$ cat src/edfs_pkg.sv
`default_nettype none
package edfs_pkg;

  localparam int MAX_TASKS = 16;
  localparam int MAX_SLOTS = 256;

  localparam int IDX_W   = (MAX_TASKS > 1) ? $clog2(MAX_TASKS) : 1;
  localparam int TOTAL_W = $clog2(MAX_TASKS + 1);
  localparam int SLOT_W  = $clog2(MAX_SLOTS);
  localparam int FIELD_W = 8;
  localparam int CMP_W   = (SLOT_W > FIELD_W) ? SLOT_W : FIELD_W;

  localparam int CMD_W      = 2;
  localparam int KIND_W     = 2;
  localparam int TASK_W     = 4;
  localparam int IN_DATA_W  = 24;
  localparam int OUT_DATA_W = 16;

  localparam logic [SLOT_W-1:0]  SLOT_LAST  = SLOT_W'(MAX_SLOTS - 1);
  localparam logic [TOTAL_W-1:0] TOTAL_FULL = TOTAL_W'(MAX_TASKS);

  typedef enum logic [CMD_W-1:0] {
    CMD_CLEAR = 2'd0,
    CMD_LOAD  = 2'd1,
    CMD_STEP  = 2'd2
  } cmd_t;

  typedef enum logic [KIND_W-1:0] {
    KIND_IDLE     = 2'd0,
    KIND_SERVED   = 2'd1,
    KIND_RESERVED = 2'd2
  } kind_t;

  typedef enum logic [1:0] {
    ST_IDLE,
    ST_SCAN,
    ST_FIN
  } state_t;

  typedef struct packed {
    logic [FIELD_W-1:0] slots_needed;
    logic [FIELD_W-1:0] deadline_slot;
    logic [FIELD_W-1:0] release_slot;
  } task_t;

  typedef struct packed {
    logic               active;
    logic               reserved;
    logic               found;
    logic [FIELD_W-1:0] best;
    logic [IDX_W-1:0]   pick;
    logic [1:0]         undone;
    logic               pick_fin;
  } token_t;

endpackage
`default_nettype wire

$ cat src/edfs_cell.sv
`default_nettype none
module edfs_cell (
  input  logic                           clk,
  input  logic                           rst_n,
  input  logic [edfs_pkg::IDX_W-1:0]     cell_idx,
  input  logic                           occ,
  input  logic [edfs_pkg::SLOT_W-1:0]    slot,
  input  logic                           load_en,
  input  logic [edfs_pkg::IDX_W-1:0]     load_idx,
  input  edfs_pkg::task_t                load_task,
  input  logic                           serve_en,
  input  logic [edfs_pkg::IDX_W-1:0]     serve_idx,
  input  edfs_pkg::token_t               tok_in,
  output edfs_pkg::token_t               tok_out
);

  logic [edfs_pkg::FIELD_W-1:0] rel_r;
  logic [edfs_pkg::FIELD_W-1:0] ddl_r;
  logic [edfs_pkg::FIELD_W-1:0] need_r;
  logic [edfs_pkg::FIELD_W-1:0] srv_r;
  edfs_pkg::token_t             tok_r;
  edfs_pkg::token_t             tok_nxt;

  logic [edfs_pkg::CMP_W-1:0] slot_c;
  logic [edfs_pkg::CMP_W-1:0] rel_c;
  logic [edfs_pkg::CMP_W-1:0] ddl_c;
  logic                       hit;
  logic                       undone;
  logic                       cand;
  logic                       take;

  assign slot_c = edfs_pkg::CMP_W'(slot);
  assign rel_c  = edfs_pkg::CMP_W'(rel_r);
  assign ddl_c  = edfs_pkg::CMP_W'(ddl_r);

  assign hit    = occ && (ddl_c == slot_c);
  assign undone = occ && (srv_r < need_r);
  assign cand   = undone && (rel_c <= slot_c) && (ddl_c > slot_c);
  assign take   = cand && (!tok_in.found || (ddl_r < tok_in.best));

  always_comb begin
    tok_nxt = tok_in;
    tok_nxt.reserved = tok_in.reserved | hit;
    if (take) begin
      tok_nxt.found    = 1'b1;
      tok_nxt.best     = ddl_r;
      tok_nxt.pick     = cell_idx;
      tok_nxt.pick_fin = (({1'b0, srv_r} + 9'd1) == {1'b0, need_r});
    end
    if (undone && (tok_in.undone != 2'd2)) begin
      tok_nxt.undone = tok_in.undone + 2'd1;
    end
  end

  always_ff @(posedge clk) begin
    if (!rst_n) begin
      tok_r <= '0;
    end else begin
      tok_r <= tok_nxt;
    end
  end

  always_ff @(posedge clk) begin
    if (load_en && (load_idx == cell_idx)) begin
      rel_r  <= load_task.release_slot;
      ddl_r  <= load_task.deadline_slot;
      need_r <= load_task.slots_needed;
      srv_r  <= '0;
    end else if (serve_en && (serve_idx == cell_idx)) begin
      srv_r <= srv_r + 8'd1;
    end
  end

  assign tok_out = tok_r;

endmodule
`default_nettype wire

$ cat src/edf_slot_scheduler.sv
`default_nettype none
// Channel | Direction | tdata (lowest bit up)                         | tuser
// in_     | input     | release_slot, deadline_slot, slots_needed     | command
// out_    | output    | slot_number, task_served, all_complete        | slot_kind
//
// On an advance beat a decision token walks the row of task cells one cell per cycle,
// then the result is registered and the chosen task is charged one slot unless the
// slot is reserved.
// Reset is synchronous and active low; it empties the table and rewinds the slot.
// A stalled result holds the block until out_tready takes it.
module edf_slot_scheduler (
  input  logic                               clk,
  input  logic                               rst_n,
  input  logic                               in_tvalid,
  output logic                               in_tready,
  input  logic [edfs_pkg::IN_DATA_W-1:0]     in_tdata,   // release_slot, deadline_slot, slots_needed
  input  logic [edfs_pkg::CMD_W-1:0]         in_tuser,   // command
  output logic                               out_tvalid,
  input  logic                               out_tready,
  output logic [edfs_pkg::OUT_DATA_W-1:0]    out_tdata,  // slot_number, task_served, all_complete
  output logic [edfs_pkg::KIND_W-1:0]        out_tuser   // slot_kind
);

  edfs_pkg::state_t                 state_r;
  edfs_pkg::state_t                 state_nxt;
  logic [edfs_pkg::SLOT_W-1:0]      slot_r;
  logic [edfs_pkg::SLOT_W-1:0]      slot_nxt;
  logic [edfs_pkg::TOTAL_W-1:0]     total_r;
  edfs_pkg::token_t                 fin_r;
  logic                             out_valid_r;
  logic [edfs_pkg::FIELD_W-1:0]     out_slot_r;
  logic [edfs_pkg::TASK_W-1:0]      out_task_r;
  logic                             out_all_r;
  edfs_pkg::kind_t                  out_kind_r;

  logic              in_acc;
  logic              clear;
  logic              start;
  logic              load_en;
  logic              fin_cap;
  logic              emit;
  logic              serve_en;
  edfs_pkg::task_t   load_task;
  edfs_pkg::token_t  tok [edfs_pkg::MAX_TASKS+1];
  logic [edfs_pkg::MAX_TASKS-1:0] occ;

  assign in_tready = (state_r == edfs_pkg::ST_IDLE);
  assign in_acc    = in_tvalid && in_tready;
  assign clear     = in_acc && (in_tuser == edfs_pkg::CMD_CLEAR);
  assign load_task = edfs_pkg::task_t'(in_tdata);

  always_comb begin
    state_nxt = state_r;
    unique case (state_r)
      edfs_pkg::ST_IDLE: begin
        if (in_acc && (in_tuser == edfs_pkg::CMD_STEP)) state_nxt = edfs_pkg::ST_SCAN;
      end
      edfs_pkg::ST_SCAN: begin
        if (tok[edfs_pkg::MAX_TASKS].active) state_nxt = edfs_pkg::ST_FIN;
      end
      edfs_pkg::ST_FIN: begin
        if (!out_valid_r || out_tready) state_nxt = edfs_pkg::ST_IDLE;
      end
      default: state_nxt = edfs_pkg::ST_IDLE;
    endcase
  end

  always_comb begin
    start    = 1'b0;
    load_en  = 1'b0;
    fin_cap  = 1'b0;
    emit     = 1'b0;
    unique case (state_r)
      edfs_pkg::ST_IDLE: begin
        start   = in_acc && (in_tuser == edfs_pkg::CMD_STEP);
        load_en = in_acc && (in_tuser == edfs_pkg::CMD_LOAD) &&
                  (total_r < edfs_pkg::TOTAL_FULL);
      end
      edfs_pkg::ST_SCAN: begin
        fin_cap = tok[edfs_pkg::MAX_TASKS].active;
      end
      edfs_pkg::ST_FIN: begin
        emit = !out_valid_r || out_tready;
      end
      default: begin
        start = 1'b0;
      end
    endcase
  end

  always_comb begin
    slot_nxt = slot_r;
    if (clear) begin
      slot_nxt = '0;
    end else if (start && (slot_r != edfs_pkg::SLOT_LAST)) begin
      slot_nxt = slot_r + 1'b1;
    end
  end

  assign serve_en = emit && fin_r.found && !fin_r.reserved;

  always_comb begin
    tok[0]        = '0;
    tok[0].active = start;
  end

  for (genvar i = 0; i < edfs_pkg::MAX_TASKS; i++) begin : g_cell
    assign occ[i] = (edfs_pkg::TOTAL_W'(i) < total_r);
    edfs_cell u_cell (
      .clk       (clk),
      .rst_n     (rst_n),
      .cell_idx  (edfs_pkg::IDX_W'(i)),
      .occ       (occ[i]),
      .slot      (slot_nxt),
      .load_en   (load_en),
      .load_idx  (total_r[edfs_pkg::IDX_W-1:0]),
      .load_task (load_task),
      .serve_en  (serve_en),
      .serve_idx (fin_r.pick),
      .tok_in    (tok[i]),
      .tok_out   (tok[i+1])
    );
  end

  always_ff @(posedge clk) begin
    if (!rst_n) begin
      state_r     <= edfs_pkg::ST_IDLE;
      slot_r      <= '0;
      total_r     <= '0;
      out_valid_r <= 1'b0;
    end else begin
      state_r <= state_nxt;
      slot_r  <= slot_nxt;
      if (clear) begin
        total_r <= '0;
      end else if (load_en) begin
        total_r <= total_r + 1'b1;
      end
      if (emit) begin
        out_valid_r <= 1'b1;
      end else if (out_tready) begin
        out_valid_r <= 1'b0;
      end
    end
  end

  always_ff @(posedge clk) begin
    if (fin_cap) fin_r <= tok[edfs_pkg::MAX_TASKS];
    if (emit) begin
      out_slot_r <= edfs_pkg::FIELD_W'(slot_r);
      if (fin_r.reserved) begin
        out_kind_r <= edfs_pkg::KIND_RESERVED;
        out_task_r <= '0;
      end else if (fin_r.found) begin
        out_kind_r <= edfs_pkg::KIND_SERVED;
        out_task_r <= edfs_pkg::TASK_W'(fin_r.pick);
      end else begin
        out_kind_r <= edfs_pkg::KIND_IDLE;
        out_task_r <= '0;
      end
      out_all_r <= (fin_r.undone == 2'd0) ||
                   (serve_en && (fin_r.undone == 2'd1) && fin_r.pick_fin);
    end
  end

  assign out_tvalid = out_valid_r;
  assign out_tdata  = {3'b000, out_all_r, out_task_r, out_slot_r};
  assign out_tuser  = out_kind_r;

endmodule
`default_nettype wire
$ cat config.mk
export PLATFORM = sky130hd
export DESIGN_NAME = edf_slot_scheduler
export DESIGN_NICKNAME = d
export VERILOG_FILES = /design/src/edfs_pkg.sv /design/src/edfs_cell.sv /design/src/edf_slot_scheduler.sv
export SDC_FILE = /design/constraint.sdc
export NUM_CORES = 2
export LEC_CHECK = 0
export ABC_AREA = 1
export BUFFER_PORTS_ARGS = -buffer_cell sky130_fd_sc_hd__clkbuf_2
export CORE_MARGIN = 2
export CORE_UTILIZATION = 50
export DETAILED_ROUTE_END_ITERATION = 10
export PLACE_DENSITY = 0.65
export SYNTH_ARGS = -nofsm -noshare
export SYNTH_HDL_FRONTEND = slang
export SYNTH_HIERARCHICAL = 1
export SYNTH_SLANG_ARGS = --single-unit
$ cat constraint.sdc
create_clock -name clk -period 4.3 [get_ports clk]
set_clock_uncertainty 0.1 [all_clocks]
set_input_delay 0.215 -clock clk [delete_from_list [all_inputs] [get_ports clk]]
set_output_delay 0.215 -clock clk [all_outputs]
set_load 0.03 [all_outputs]
==> impl_metrics.toml <==
[timing]
finalSetupTns_ps = 0
fmax_mhz = 252
hold_violations = 0
slew-limit-headroom_pct = 23.4
worst_pin_slew_ps = 1150
fin_hold_ws_ps = 135
setup_viol = 0
final_max_slew_viol_count = 0
period_share_pct = 92.3
fin_crit_ps = 3970
rsz0062_at_grt = "no"

[die]
die_width_um = 319
io_pins = 50
fp.coreArea_um2 = 98400
fp.dieH_um = 319
initial_utilization_pct = 50.4
rows = 115
dieArea_um2 = 102000

[setup_path]
startpoint = "state_r[0]"
reg2regPathDepth = 20
critPathKind = "reg2reg"
cp-start-kind = "flip-flop"
endpoint_kind = "flip-flop"
cp_max_fo = 16
worstPathArrival_ps = 4420
crit_end = "g_cell[2].u_cell/tok_out[6]"
reg2reg_slack_ps = 330
rr_endpoint = "g_cell[2].u_cell/tok_out[6]"
required_ps = 4760
reg2reg_from = "state_r[0]"

[power]
power_leakage_nw = 26.8
p_per_area_nw_per_um2 = 322
ir_worst_vdd_v = 0.000289

[placed_design]
dp_cells = 7996
port_buffers = 46
dp_hpwl_um = 89700
gp_congestion = 0.876

[cells_and_area]
final_core_util_pct = 56.4
mostFrequentLayoutCells = "nand2_1, inv_1, nor2_1, ha_1, dfxtp_1"
area_growth_syn_to_layout_pct = 11.8
nets = 7370
final_cells = 8178
drive_gt1_share_pct = 8.04
n_fill_cell = 9188
final_common_cell = "nand2_1"

[clock_tree]
clkTransAtPathRegs_ps = 60
htree_levels = 3
cts_tree = "built"
clockRootBuffer = "clkbuf_16"
clkLatencyLatePin_ps = 680
cts_buffers = 91
cts.sinks = 832
clockBufferDepth = 3

[routing]
vias = 39500
finalWirelength_um = 127000
drcViolationCount = 0
drt_iter0_drc = 2564
detail-route-antenna-nets = 0
firstDrtPassIters = 6
wl_per_cell_um = 15.6
avgViaCountPerCell = 4.82

[yosys]
netlist_instances = 6490
syn_area_per_cell_um2 = 7.64
synth_area_um2 = 49600
yosysWarningCount = 6

[global_route]
grt_max_degree = 95
grt-ovfl-total = 0
grt_pass1_wl_um = 200000
grt_use_total_pct = 25.1
grt_pass1_vias = 37300
antenna_found_initial = 11

[job]
maxCapViolations = 0

[hold_path]
hold_path_class = "in2reg"

[outcome]
status = "finished, final reports clean"
power breakdown:
| part | total (mW) | switching, mW | internal, mW |
|---|---|---|---|
| Clock | 8.25 | 3.34 | 4.91 |
| Sequential | 8.51 | 0.0850 | 8.42 |
| Combinational | 1.09 | 0.745 | 0.347 |
sequential cells by signal (all words and copies together) (netlist names), 5 cells and up:
| name | flops |
|---|---|
| g_cell.u_cell/tok_out | 280 |
| g_cell.u_cell/ddl_c | 128 |
| g_cell.u_cell/need_r | 128 |
| g_cell.u_cell/rel_c | 128 |
| g_cell.u_cell/srv_r | 128 |
| fin_r | 9 |
| out_slot_r | 8 |
| slot_r | 8 |
| total_r | 5 |
per-layer routing:
layer  wire length [um]  vias to the layer above  GRT usage [%]
li1                   -                    20600              -
met1              56700                    17900           32.7
met2              60700                      819           43.5
met3               6080                      190           2.82
met4               3900                        0           7.76
met5                  0                        -              0
stage by stage:
stage | instance area (um2) | setup WS [ps] | total power, mW
2_1_floorplan | 50400 | 482 | 9.37
3_3_place_gp | 52200 | 585 | 9.72
3_5_place_dp | 52200 | 512 | 9.75
4_1_cts | 55400 | 115 | 18.0
5_1_grt | 55500 | 5.54 | 18.5
6_report | 55500 | 333 | 17.8
what timing repair did:
item | CTS | global route
hold buffers | 7 | 0
gates resized for setup | 0 | 12
endpoints found under the hold margin | 89 | 0
endpoints found under the setup margin | 0 | 163
setup buffers | 0 | 0
cell type report:
type | instances | area (um2) | share of cell area, %
Clock buffer | 120 | 2580 | 4.65
Antenna cell | 3 | 7.51 | 0.0135
Sequential cell | 832 | 20700 | 37.4
Tap cell | 1287 | 1610 | 2.90
Clock inverter | 51 | 588 | 1.06
Multi-Input combinational cell | 4293 | 23700 | 42.7
Timing Repair Buffer | 99 | 659 | 1.19
Inverter | 1493 | 5600 | 10.1
critical path, stage by stage, from the launching register on:
cell,delay (ps)
dfxtp_1,350
nor2_4,180
nand2_4,100
nor2_4,220
dlygate4sd3_1,640
nand3_1,90
nand2_1,60
nand2_1,60
inv_1,70
buf_6,300
inv_1,130
ha_1,330
nand2_1,80
inv_2,40
nand4_1,110
a21boi_2,200
nand3_1,100
nor2_2,430
nand2_1,110
nand2_1,90
nor2_1,50
worst min path at each step:
| stage | start | slack (ps) | cells past startpoint | endpoint |
|---|---|---|---|---|
| after global placement | g_cell[15].u_cell/tok_out[16] | 290 | 0 | fin_r[16] |
| after global routing | in_tdata[17] | 120 | 1 | g_cell[1].u_cell/need_r[1] |
| final | in_tdata[17] | 140 | 1 | g_cell[1].u_cell/need_r[1] |
| after detailed placement | g_cell[15].u_cell/tok_out[16] | 290 | 0 | fin_r[16] |
| after floorplan | in_tdata[8] | 210 | 0 | g_cell[0].u_cell/ddl_c[0] |
| after CTS | in_tdata[17] | 120 | 1 | g_cell[1].u_cell/need_r[1] |
(Power assumes the default switching activity.)
